### config.mk
export PLATFORM = sky130hd
export DESIGN_NAME = pis_ram
export DESIGN_NICKNAME = d
export VERILOG_FILES = /design/src/hw/rtl/pis_ram.sv
export SDC_FILE = /design/constraint.sdc
export NUM_CORES = 1
export LEC_CHECK = 0
export BUFFER_PORTS_ARGS = -buffer_cell sky130_fd_sc_hd__buf_2
export CAP_MARGIN = 20
export CORE_MARGIN = 1
export CORE_UTILIZATION = 54
export CTS_CLUSTER_DIAMETER = 50
export DETAILED_ROUTE_END_ITERATION = 6
export PLACE_DENSITY = 0.78
export SLEW_MARGIN = 20
export SYNTH_ARGS = -nofsm -noshare
export SYNTH_HDL_FRONTEND = slang
export SYNTH_SLANG_ARGS = --single-unit
### constraint.sdc
create_clock -name clk_i -period 1.6 [get_ports clk_i]
set_input_delay 0 -clock clk_i [delete_from_list [all_inputs] [get_ports clk_i]]
set_output_delay 0 -clock clk_i [all_outputs]
set_load 0.05 [all_outputs]
### src/hw/rtl/pis_ram.sv
`timescale 1ns / 1ps
// Generic simple dual-port RAM: one write port, one read port with registered data.
module pis_ram #(
  parameter int unsigned WIDTH = 8,
  parameter int unsigned DEPTH = 16
) (
  input  logic                     clk_i,
  input  logic                     we_i,
  input  logic [$clog2(DEPTH)-1:0] waddr_i,
  input  logic [WIDTH-1:0]         wdata_i,
  input  logic [$clog2(DEPTH)-1:0] raddr_i,
  output logic [WIDTH-1:0]         rdata_o
);

  logic [WIDTH-1:0] mem_q [DEPTH];
  logic [WIDTH-1:0] rdata_q;

  always_ff @(posedge clk_i) begin
    if (we_i) begin
      mem_q[waddr_i] <= wdata_i;
    end
    rdata_q <= mem_q[raddr_i];
  end

  assign rdata_o = rdata_q;

endmodule

==> flow_metrics.env <==
export IMPL_core_area_um2=9240
export IMPL_wirelength_um=9620
export IMPL_whs_ns=0.0564
export IMPL_cts_resized_gates=0
export IMPL_syn_num_nets=247
export IMPL_crit_path_start_kind="register"
export IMPL_avgSynthCellArea_um2=22.5
export IMPL_n_antenna_cell=0
export IMPL_worstSetupPathType="register to register"
export IMPL_synth_seq_area_share_pct=77.8
export IMPL_synthTopCellsByArea="edfxtp_1 (75%), mux4_2 (7.9%), mux4_1 (7.1%)"
export IMPL_peakVddDrop_mv=0.648
export IMPL_setup_ws_ns=0.243
export IMPL_insertion_delay_ns=0.51
export IMPL_viasPerCell=5.73
export IMPL_period_share_pct=84.8
export IMPL_slowest_stage="mux4_1"
export IMPL_critPathRequiredTime_ns=1.99
export IMPL_rsz0062_at_grt="no"
export IMPL_syn_inst=229
export IMPL_crit_arrival_ns=1.75
export IMPL_r2r_cells=3
export IMPL_wl_per_cell_um=22.1
export IMPL_synth_compound_area_share_pct=2.33
export IMPL_layout_min_cycle_time_ns=1.36
export IMPL_hpwl_um=5920
export IMPL_cp_num_buf_inv=0
export IMPL_synth_top_family_by_area="multiplexers"
export IMPL_setup_viol=0
export IMPL_clkSinkCount=136
export IMPL_drt_iter0_drc=174
export IMPL_drv_cap=0
export IMPL_p_leak_nw=2.17
export IMPL_die_w_um=99.6
export IMPL_fmax_mhz=737
export IMPL_cp_end_kind="register"
export IMPL_yosys_area_top_type="edfxtp_1"
export IMPL_critPathMaxFanout=1
export IMPL_dr_pass1_iters=4
export IMPL_io_buffers=25
export IMPL_holdPathStages=4
export IMPL_drive_gt1_share_pct=30.9
export IMPL_path_depth=3
export IMPL_start_util_pct=55.7
export IMPL_overflow=0
export IMPL_hold_viol=0
export IMPL_dpl_worst_slack_ns=0.214
export IMPL_stdcell_count=436
export IMPL_cpLargestDelayFamily="multiplexers"
export IMPL_synthAdderAreaFrac_pct=0
export IMPL_drc_errors=0
export IMPL_worst_pin_slew_ns=0.734
export IMPL_grt_pass1_wl_um=14800
export IMPL_grt_max_degree=33
export IMPL_cts_buffers=17
export IMPL_dieArea_um2=9930
export IMPL_num_vias=2499
export IMPL_path_cells="mux4_1 > a22oi_1 > nand2_1"
export IMPL_antenna_found_initial=0
export IMPL_placedCellCount=395
export IMPL_finalWeightedCongestion=0.729
export IMPL_clk_pin_slew_worst_paths_ns=0.06
export IMPL_layout_commonest_cell="edfxtp_1"
export IMPL_grt_pass1_vias=2563
export IMPL_hold_class="input pin to register"
export IMPL_htreeDepth=4
export IMPL_clock_path_buffers=2
export IMPL_drv_slew=0
export IMPL_antenna_left=0
export IMPL_final_cell_mix="edfxtp_1 (128), buf_2 (25), buf_4 (19)"
export IMPL_fin_nets=312
export IMPL_die_y_um=99.6
export IMPL_max_slew_margin_pct=50.9
export IMPL_status="finished, final reports clean"
export IMPL_post_cts_setup_buffers=0
export IMPL_fin_skew_ns=0.0101
export IMPL_area_growth_pct=22.4
export IMPL_yosys_area_share_simple_pct=3.18
export IMPL_fin_setup_tns_ns=0
export IMPL_ios=26
export IMPL_pwr_density_cell_nw_per_um2=1390
export IMPL_synth_mux_area_fraction_pct=15.0
export IMPL_track_usage_pct=21.8
export IMPL_yosys_area_share_xor_xnor_pct=0
export IMPL_rows=35
export IMPL_tritoncts="built"
export IMPL_critPathMaxStageDelay_ns=0.51
export IMPL_synth_seq_cells=136
export IMPL_synth_top_area_share_pct=74.7
export IMPL_root_buffer="clkbuf_8"
export IMPL_synth_distinct_cells=19
export IMPL_ys_warn_count=0
export IMPL_synth_area_um2=5150
## final cells by class
cell class | instances | area, µm²
timing repair buffer | 56 | 418
tap | 129 | 161
clock inverter | 12 | 224
fill | 589 | 2940
multi-input combinational | 83 | 1060
clock buffer | 20 | 435
sequential | 136 | 4000
## cells by family (layout without fill, tap and decap cells)
| family | after synthesis | in the layout |
|---|---|---|
| flip-flops | 136 | 136 |
| AND/OR/NAND/NOR | 35 | 35 |
| multiplexers | 32 | 32 |
| AO/OA/AOI/OAI | 16 | 16 |
| buffers and inverters | 10 | 88 |
## power breakdown
group | internal, mW | switching, mW
registers | 3.98 | 0.0252
clock network | 2.89 | 1.39
logic | 0.181 | 0.288
total | 7.05 | 1.70
## stage by stage
stage | instance area [µm²] | util [%] | total power [mW]
global placement | 5550 | 60.1 | 4.52
detailed placement | 5550 | 60.1 | 4.54
CTS | 6300 | 68.2 | 8.83
global route | 6300 | 68.2 | 9.00
finish | 6300 | 68.2 | 8.75
floorplan | 5150 | - | 4.36
## cells in the mapped netlist
| master | n |
|---|---|
| edfxtp_1 | 128 |
| mux4_2 | 18 |
| a22oi_1 | 16 |
| mux4_1 | 14 |
| nor2_1 | 13 |
| nand2_1 | 9 |
| dfxtp_1 | 8 |
| nor3_1 | 4 |
| buf_2 | 3 |
| buf_6 | 3 |
| clkdlybuf4s25_2 | 3 |
| nand2b_1 | 2 |
| nand3b_1 | 2 |
| and2_1 | 1 |
| and2b_1 | 1 |
| buf_4 | 1 |
| nand3_1 | 1 |
| nor2b_1 | 1 |
| or3b_2 | 1 |
## repair_timing
item / 4_1_cts / 5_1_grt
endpoints found under the hold margin: 129 / 0
setup endpoints to repair: 0 / 0
hold buffers: 9 / 0
## per-layer routing
metal / routed length [µm] / global-route usage [%] / part of all wire (%)
met1: 4020 / 29.4 / 42
met2: 4770 / 33.8 / 50
met3: 698 / 5.76 / 7.3
met4: 133 / 9.73 / 1.4
met5: 0 / 0 / 0
## worst reg2reg max path, cell delays in order, from the launching register on
cell and delay (ns):
edfxtp_1 0.36, mux4_1 0.51, a22oi_1 0.29, nand2_1 0.08
## sequential cells by signal, indices dropped and copies added, names as in the netlist
signal   flops
mem_q      128
rdata_o      8
## final timing paths
path	startpoint	to	slack [ns]
worst min-delay path	raddr_i[3]	rdata_o[6]	0.06
worst max-delay path	mem_q[1][5]	rdata_o[5]	0.24
worst min register to register	mem_q[15][3]	rdata_o[3]	0.67
worst max register to register	mem_q[1][5]	rdata_o[5]	0.24
Power figures use the tool's default switching activity.
