`config.mk`:
```
export PLATFORM = sky130hd
export DESIGN_NAME = pis_ctrl
export DESIGN_NICKNAME = d
export VERILOG_FILES = /design/src/hw/rtl/pis_pkg.sv /design/src/hw/rtl/pis_ctrl.sv
export SDC_FILE = /design/constraint.sdc
export NUM_CORES = 1
export LEC_CHECK = 0
export ABC_AREA = 0
export BUFFER_PORTS_ARGS = -buffer_cell sky130_fd_sc_hd__buf_2
export CAP_MARGIN = 20
export CORE_ASPECT_RATIO = 0.75
export CORE_MARGIN = 4
export CORE_UTILIZATION = 49
export DETAILED_ROUTE_END_ITERATION = 6
export HOLD_SLACK_MARGIN = 0.1
export PLACE_DENSITY = 0.78
export SKIP_CTS_REPAIR_TIMING = 1
export SYNTH_ARGS = -nofsm -noshare
export SYNTH_HDL_FRONTEND = slang
export SYNTH_SLANG_ARGS = --single-unit
export TNS_END_PERCENT = 5
```
`constraint.sdc`:
```
create_clock -name clk_i -period 3.5 [get_ports clk_i]
set_input_delay 0.525 -clock clk_i [delete_from_list [all_inputs] [get_ports clk_i]]
set_output_delay 0.525 -clock clk_i [all_outputs]
set_load 0.05 [all_outputs]
```
`src/hw/rtl/pis_pkg.sv`:
```
`timescale 1ns / 1ps
// Shared types and constants for the permutation inverse shortcut block.
package pis_pkg;

  localparam int unsigned MAX_ENTRIES = 1024;
  localparam int unsigned IDX_W       = 10;
  localparam int unsigned LEN_W       = 11;
  // Shortcut entry: mark bit on top, back-link below.
  localparam int unsigned SC_W        = IDX_W + 1;

  localparam logic [LEN_W-1:0] MAX_LEN  = LEN_W'(MAX_ENTRIES);
  localparam logic [LEN_W-1:0] CLR_LAST = LEN_W'(MAX_ENTRIES - 1);

  localparam logic CFG_SAMPLE_RATE = 1'b0;
  localparam logic CFG_PERM_LENGTH = 1'b1;

  localparam logic [LEN_W-1:0] RST_SAMPLE_RATE = LEN_W'(16);
  localparam logic [LEN_W-1:0] RST_PERM_LENGTH = LEN_W'(1024);

  typedef enum logic [1:0] {
    KIND_LOAD  = 2'd0,
    KIND_BUILD = 2'd1,
    KIND_FWD   = 2'd2,
    KIND_INV   = 2'd3
  } kind_e;

  typedef enum logic [3:0] {
    ST_INIT_CLR,
    ST_IDLE,
    ST_FWD_RD,
    ST_FWD_CAP,
    ST_BLD_CLR1,
    ST_CHK_RD,
    ST_CHK_VIS,
    ST_CHK_UPD,
    ST_BLD_CLR2,
    ST_WLK_RD,
    ST_WLK_START,
    ST_WLK_STEP,
    ST_WLK_NEXT,
    ST_INV_RD,
    ST_INV_EVAL,
    ST_RESP
  } state_e;

  typedef struct packed {
    logic             we;
    logic [IDX_W-1:0] waddr;
    logic [IDX_W-1:0] wdata;
    logic [IDX_W-1:0] raddr;
  } perm_port_t;

  typedef struct packed {
    logic             we;
    logic [IDX_W-1:0] waddr;
    logic [SC_W-1:0]  wdata;
    logic [IDX_W-1:0] raddr;
  } sc_port_t;

  typedef struct packed {
    logic             we;
    logic [IDX_W-1:0] waddr;
    logic             wdata;
    logic [IDX_W-1:0] raddr;
  } vis_port_t;

  typedef struct packed {
    logic [IDX_W-1:0] answer;
    logic             answer_valid;
  } res_t;

endpackage

```
`src/hw/rtl/pis_ctrl.sv`:
```
`timescale 1ns / 1ps
// Sequencer for load, build, forward and inverse items over the three RAMs.
module pis_ctrl
  import pis_pkg::*;
(
  input  logic             clk_i,
  input  logic             rst_ni,
  input  logic             in_valid_i,
  output logic             in_stall_o,
  input  kind_e            kind_i,
  input  logic [IDX_W-1:0] index_i,
  input  logic [IDX_W-1:0] entry_value_i,
  input  logic [LEN_W-1:0] sample_rate_i,
  input  logic [LEN_W-1:0] n_len_i,
  output res_t             res_o,
  output logic             res_valid_o,
  input  logic             res_ready_i,
  output perm_port_t       perm_o,
  input  logic [IDX_W-1:0] perm_rdata_i,
  output sc_port_t         sc_o,
  input  logic [SC_W-1:0]  sc_rdata_i,
  output vis_port_t        vis_o,
  input  logic             vis_rdata_i
);

  state_e           state_q, state_d;
  logic [LEN_W-1:0] ptr_q, ptr_d;
  logic [IDX_W-1:0] idx_q, idx_d;
  logic [IDX_W-1:0] pos_q, pos_d;
  logic [IDX_W-1:0] last_q, last_d;
  logic [LEN_W-1:0] count_q, count_d;
  logic [LEN_W-1:0] moves_q, moves_d;
  logic             added_q, added_d;
  logic             jumped_q, jumped_d;
  logic [IDX_W-1:0] ans_q, ans_d;
  logic             ok_q, ok_d;

  logic             in_range;
  logic [LEN_W-1:0] moves_inc;
  logic [IDX_W-1:0] ptr_idx;

  assign in_range  = ({1'b0, index_i} < n_len_i);
  assign moves_inc = moves_q + LEN_W'(1);
  assign ptr_idx   = ptr_q[IDX_W-1:0];

  always_ff @(posedge clk_i or negedge rst_ni) begin
    if (!rst_ni) begin
      state_q  <= ST_INIT_CLR;
      ptr_q    <= '0;
      added_q  <= 1'b0;
      jumped_q <= 1'b0;
    end else begin
      state_q  <= state_d;
      ptr_q    <= ptr_d;
      added_q  <= added_d;
      jumped_q <= jumped_d;
    end
  end

  always_ff @(posedge clk_i) begin
    idx_q   <= idx_d;
    pos_q   <= pos_d;
    last_q  <= last_d;
    count_q <= count_d;
    moves_q <= moves_d;
    ans_q   <= ans_d;
    ok_q    <= ok_d;
  end

  always_comb begin
    state_d     = state_q;
    ptr_d       = ptr_q;
    idx_d       = idx_q;
    pos_d       = pos_q;
    last_d      = last_q;
    count_d     = count_q;
    moves_d     = moves_q;
    added_d     = added_q;
    jumped_d    = jumped_q;
    ans_d       = ans_q;
    ok_d        = ok_q;
    perm_o      = '0;
    sc_o        = '0;
    vis_o       = '0;
    res_valid_o = 1'b0;
    in_stall_o  = (state_q != ST_IDLE);

    case (state_q)
      ST_INIT_CLR, ST_BLD_CLR1, ST_BLD_CLR2: begin
        // Sweep every entry: drop marks and visited bits.
        sc_o.we     = 1'b1;
        sc_o.waddr  = ptr_idx;
        vis_o.we    = 1'b1;
        vis_o.waddr = ptr_idx;
        if (ptr_q == CLR_LAST) begin
          ptr_d = '0;
          if (state_q == ST_INIT_CLR) begin
            state_d = ST_IDLE;
          end else if (state_q == ST_BLD_CLR1) begin
            state_d = ST_CHK_RD;
          end else begin
            state_d = ST_WLK_RD;
          end
        end else begin
          ptr_d = ptr_q + LEN_W'(1);
        end
      end

      ST_IDLE: begin
        if (in_valid_i) begin
          idx_d = index_i;
          ans_d = '0;
          ok_d  = 1'b0;
          case (kind_i)
            KIND_LOAD: begin
              perm_o.we    = in_range;
              perm_o.waddr = index_i;
              perm_o.wdata = entry_value_i;
              ok_d         = in_range;
              state_d      = ST_RESP;
            end
            KIND_BUILD: begin
              ptr_d   = '0;
              state_d = ST_BLD_CLR1;
            end
            KIND_FWD: begin
              state_d = in_range ? ST_FWD_RD : ST_RESP;
            end
            KIND_INV: begin
              pos_d    = index_i;
              moves_d  = '0;
              jumped_d = 1'b0;
              state_d  = in_range ? ST_INV_RD : ST_RESP;
            end
            default: begin
              state_d = ST_RESP;
            end
          endcase
        end
      end

      ST_FWD_RD: begin
        perm_o.raddr = idx_q;
        state_d      = ST_FWD_CAP;
      end

      ST_FWD_CAP: begin
        ans_d   = perm_rdata_i;
        ok_d    = 1'b1;
        state_d = ST_RESP;
      end

      ST_CHK_RD: begin
        if (ptr_q == n_len_i) begin
          ptr_d   = '0;
          state_d = ST_BLD_CLR2;
        end else begin
          perm_o.raddr = ptr_idx;
          state_d      = ST_CHK_VIS;
        end
      end

      ST_CHK_VIS: begin
        // Hold the image in pos while its visited bit is fetched.
        pos_d       = perm_rdata_i;
        vis_o.raddr = perm_rdata_i;
        if ({1'b0, perm_rdata_i} >= n_len_i) begin
          state_d = ST_RESP;
        end else begin
          state_d = ST_CHK_UPD;
        end
      end

      ST_CHK_UPD: begin
        if (vis_rdata_i) begin
          state_d = ST_RESP;
        end else begin
          vis_o.we    = 1'b1;
          vis_o.waddr = pos_q;
          vis_o.wdata = 1'b1;
          ptr_d       = ptr_q + LEN_W'(1);
          state_d     = ST_CHK_RD;
        end
      end

      ST_WLK_RD: begin
        if (ptr_q == n_len_i) begin
          ok_d    = 1'b1;
          state_d = ST_RESP;
        end else begin
          vis_o.raddr  = ptr_idx;
          perm_o.raddr = ptr_idx;
          state_d      = ST_WLK_START;
        end
      end

      ST_WLK_START: begin
        if (vis_rdata_i) begin
          ptr_d   = ptr_q + LEN_W'(1);
          state_d = ST_WLK_RD;
        end else begin
          vis_o.we    = 1'b1;
          vis_o.waddr = ptr_idx;
          vis_o.wdata = 1'b1;
          pos_d       = perm_rdata_i;
          count_d     = LEN_W'(1);
          added_d     = 1'b0;
          last_d      = ptr_idx;
          state_d     = ST_WLK_STEP;
        end
      end

      ST_WLK_STEP: begin
        if (pos_q == ptr_idx) begin
          // Cycle closed: if it holds a mark, link its start to the last mark.
          sc_o.we    = added_q;
          sc_o.waddr = ptr_idx;
          sc_o.wdata = {1'b1, last_q};
          ptr_d      = ptr_q + LEN_W'(1);
          state_d    = ST_WLK_RD;
        end else begin
          vis_o.we    = 1'b1;
          vis_o.waddr = pos_q;
          vis_o.wdata = 1'b1;
          if (count_q == sample_rate_i) begin
            sc_o.we    = 1'b1;
            sc_o.waddr = pos_q;
            sc_o.wdata = {1'b1, last_q};
            last_d     = pos_q;
            added_d    = 1'b1;
            count_d    = LEN_W'(1);
          end else begin
            count_d = count_q + LEN_W'(1);
          end
          perm_o.raddr = pos_q;
          state_d      = ST_WLK_NEXT;
        end
      end

      ST_WLK_NEXT: begin
        pos_d   = perm_rdata_i;
        state_d = ST_WLK_STEP;
      end

      ST_INV_RD: begin
        perm_o.raddr = pos_q;
        sc_o.raddr   = pos_q;
        state_d      = ST_INV_EVAL;
      end

      ST_INV_EVAL: begin
        if ({1'b0, perm_rdata_i} >= n_len_i) begin
          state_d = ST_RESP;
        end else if (perm_rdata_i == idx_q) begin
          ans_d   = pos_q;
          ok_d    = 1'b1;
          state_d = ST_RESP;
        end else if (!jumped_q && sc_rdata_i[SC_W-1]) begin
          // Jump back once, then walk on to the predecessor.
          if (({1'b0, sc_rdata_i[IDX_W-1:0]} >= n_len_i) || (moves_inc > n_len_i)) begin
            state_d = ST_RESP;
          end else begin
            pos_d    = sc_rdata_i[IDX_W-1:0];
            moves_d  = moves_inc;
            jumped_d = 1'b1;
            state_d  = ST_INV_RD;
          end
        end else if (moves_inc > n_len_i) begin
          state_d = ST_RESP;
        end else begin
          pos_d   = perm_rdata_i;
          moves_d = moves_inc;
          state_d = ST_INV_RD;
        end
      end

      ST_RESP: begin
        res_valid_o = 1'b1;
        if (res_ready_i) begin
          state_d = ST_IDLE;
        end
      end

      default: begin
        state_d = ST_IDLE;
      end
    endcase
  end

  assign res_o.answer       = ans_q;
  assign res_o.answer_valid = ok_q;

  a_perm_write_in_range: assert property (@(posedge clk_i) disable iff (!rst_ni)
    perm_o.we |-> ({1'b0, perm_o.waddr} < n_len_i))
    else $error("permutation write beyond the active length");

  a_mark_only_in_walk: assert property (@(posedge clk_i) disable iff (!rst_ni)
    (sc_o.we && sc_o.wdata[SC_W-1]) |-> (state_q == ST_WLK_STEP))
    else $error("mark written outside the cycle walk");

  a_inv_moves_bounded: assert property (@(posedge clk_i) disable iff (!rst_ni)
    (state_q == ST_INV_RD) |-> (moves_q <= n_len_i))
    else $error("inverse walk exceeded its move budget");

endmodule

```
==> run summary <==
====================================================================================
Number of violations of the max-capacitance limit                                  0
Reg clk slew, reported paths                                                 0.06 ns
Num Clock Sinks                                                                   80
Sum of negative setup slack                                                     0 ns
Pre-antenna DRT Iters                                                              6
Leak pwr                                                                     3.62 nW
Relative area change from synthesis to final layout                            22.2%
Layout Cell Area excl Fill                                               0.00793 mm2
Worst Max-Slew Pin Slew                                                      1.05 ns
Post-layout nets                                                                 994
Clock period minus worst slack                                               3.38 ns
Starting utilization of the core area                                          50.0%
Drt wl/cell                                                                  20.1 um
Top achievable clock speed                                                   296 MHz
Number of I/O pins                                                               168
Share of flip-flops with an asynchronous set or reset after synthesis          21.3%
Number of enable flip-flop cells after synthesis                                  63
Share of cells above drive strength 1                                          26.9%
Number of DRC markers after the initial detailed-route iteration                 784
Path type of the worst min-delay path                                   primary input to async pin
Worst VDD drop                                                            0.000249 V
Design Power                                                                 2.25 mW
Final setup violation count                                                        0
Largest net degree at the start of global routing                                 27
Area of the placeable core                                                0.0130 mm2
Share of synthesized area occupied by flip-flops and latches                   35.7%
Net count after synthesis                                                        828
Endpoint kind of the worst setup timing path                            primary output
Clock insertion delay at the later pin of the skew report                    0.35 ns
Via density                                                                     6.13
YS warnings                                                                        0
Number of H-tree levels                                                            3
Worst Path Class, Setup                                                 register to primary output
Clock tree root driver cell                                                clkbuf_16
Die X                                                                         141 um
Power per Cell Area                                                       284 mW/mm2
Routability cong.                                                              0.983
Height of the die                                                             108 um
Die Footprint                                                             0.0152 mm2
Post-synthesis instance total                                                    715
Unrepaired setup endpoints after global routing                                   no
Placed wire-length estimate                                                16,200 um
Share of the clock period used by the worst path after layout                  96.5%
Quantity of I/O buffers inserted on ports                                        167
Clock buffer count from CTS                                                        9
Total Routed Length                                                        21,300 um
First-pass GRT wire length                                                 32,600 um
Via total after detailed routing                                               6,482
Number of synthesized register bits                                               80
Vias in the first global route                                                 6,054
Placement Rows                                                                    36
Result of the run                                                       complete, no violations
Critical R2R Launch                                                       moves_q[2]
Most instantiated flip-flop cell in the synthesis netlist                   edfxtp_1
Number of antenna violations at the first check in global routing                  0
Mapped cell area                                                         0.00649 mm2
Avg Inst Size Synth                                                         9.08 um2
RR Endpoint                                                                 pos_q[3]
Global routing usage summed across all routing layers                          27.7%
Post-detailed-placement cell area                                        0.00759 mm2
ANT nets after route                                                               0
Congestion Overflow GR                                                             0
Crit-path max FO                                                                  10
Maximum clock skew at final layout                                        0.00692 ns
Worst EP arrival                                                             2.85 ns
Count of endpoints failing hold in the final timing report                         0
Diode insertion count for antenna repair                                           0
Worst setup slack for register-to-register paths                             0.26 ns
Max transition margin                                                          30.3%
Crit start category                                                         register
Count of different cell masters after synthesis                                   73
Final number of max-transition violations                                          0
Buffer levels on the longest clock path                                            2
TritonCTS clock tree                                                             yes
Data required, critical path                                                 2.97 ns
Worst-case reg-to-reg path depth                                                  13
DRC violations left                                                                0
====================================================================================
==> area by class of cell <==
class	count	area, um2
Multi-Input combinational cell	553	3830
Inverter	31	116
Clock buffer	10	229
Sequential cell	80	2320
Clock inverter	6	91.3
Timing Repair Buffer	206	1130
Tap cell	171	214
Fill cell	1118	5040
==> routing by layer <==
| layer | part of all wire [%] | up-vias | track usage (%) |
|---|---|---|---|
| met3 | 12 | 51 | 6.13 |
| met1 | 43 | 3021 | 39.7 |
| met4 | 2.7 | 0 | 11.3 |
| met5 | 0 | - | 0 |
| met2 | 43 | 445 | 40.7 |
| li1 | - | 2965 | - |
==> synth_stat cells (all sizes together), types with 3 or more instances <==
cell type,number,area [um2]
nand2,83,312
edfxtp,63,1890
and2,43,269
ha,43,538
a22o,41,359
nor2,41,154
inv,31,116
xnor2,31,272
o21ai,30,154
xor2,30,263
clkbuf,27,101
buf,24,139
a21oi,23,119
nand3,23,115
nand4,18,113
dfrtp,17,425
and3,16,100
a22oi,12,90.1
nand2b,11,68.8
a222oi,10,100
o31ai,10,105
a21o,9,67.6
nor3,8,40.0
nor4,6,37.5
nor2b,5,31.3
o211ai,5,42.5
a31oi,4,25.0
or3,4,25.0
a211oi,3,22.5
o22ai,3,18.8
or2,3,18.8
==> flip-flops by register name, summed over array words and instances (netlist names) <==
signal	count
idx_q	10
jumped_q	1
moves_q	11
ptr_q	11
ans_q	10
last_q	10
pos_q	10
count_q	11
added_q	1
state_q	4
ok_q	1
==> cell families (layout without fill, tap and decap cells) <==
kind of cell | Yosys count | after routing | synth area share (%)
XOR/XNOR | 61 | 61 | 8.23
adder cells (fa/ha/maj) | 43 | 43 | 8.29
buffers and inverters | 82 | 253 | 5.50
flip-flops | 80 | 80 | 35.7
multiplexers | 2 | 2 | 0.328
AND/OR/NAND/NOR | 273 | 273 | 21.3
AO/OA/AOI/OAI | 174 | 174 | 20.6
==> worst max path at each step <==
stage	from	end	slack (ns)
2_1_floorplan	n_len_i[1]	perm_o[30]	0.005
3_3_place_gp	moves_q[2]	pos_q[3]	0.40
3_5_place_dp	moves_q[2]	pos_q[0]	0.36
4_1_cts	pos_q[1]	perm_o[7]	0.14
5_1_grt	moves_q[2]	pos_q[9]	0.007
6_report	ptr_q[5]	perm_o[7]	0.12
==> critical path, cell delays in order, from the launching register on <==
cell and delay [ns]:
dfrtp_1 0.40, buf_4 0.21, xnor2_1 0.28, nand3_1 0.15, o31ai_2 0.52, a21oi_1 0.32
a22oi_1 0.28, nand2_1 0.11, buf_2 0.23
==> power breakdown <==
part	total [mW]	internal [mW]	switching, mW
logic	0.202	0.0827	0.119
registers	1.02	1.02	0
clock network	1.03	0.630	0.403
==> cells in the final DEF (no fill, tap or decap), types with 7 or more instances in the layout <==
master,instances
inv_1,31
dfrtp_1,17
a21o_1,9
nor2_1,41
a21oi_1,22
and2_1,43
nand2_1,83
edfxtp_1,63
buf_2,167
xnor2_1,31
buf_4,38
nand2b_1,11
ha_1,43
nand4_1,18
a22o_1,41
a222oi_1,10
nand3_1,23
xor2_1,30
o21ai_0,20
and3_1,16
clkbuf_16,9
o21ai_1,8
nor3_1,7
a22oi_1,12
==> stage by stage <==
stage / hold slack [ns] / cells / util [%] / setup slack, ns
2_1_floorplan: 0.229 / 715 / - / 0.00537
3_3_place_gp: 0.474 / 1040 / 58.5 / 0.401
3_5_place_dp: 0.481 / 1040 / 58.5 / 0.357
4_1_cts: 0.132 / 1056 / 61.0 / 0.136
5_1_grt: 0.148 / 1057 / 61.1 / 0.00726
6_report: 0.115 / 1057 / 61.1 / 0.124
Power figures use the tool's default switching activity.
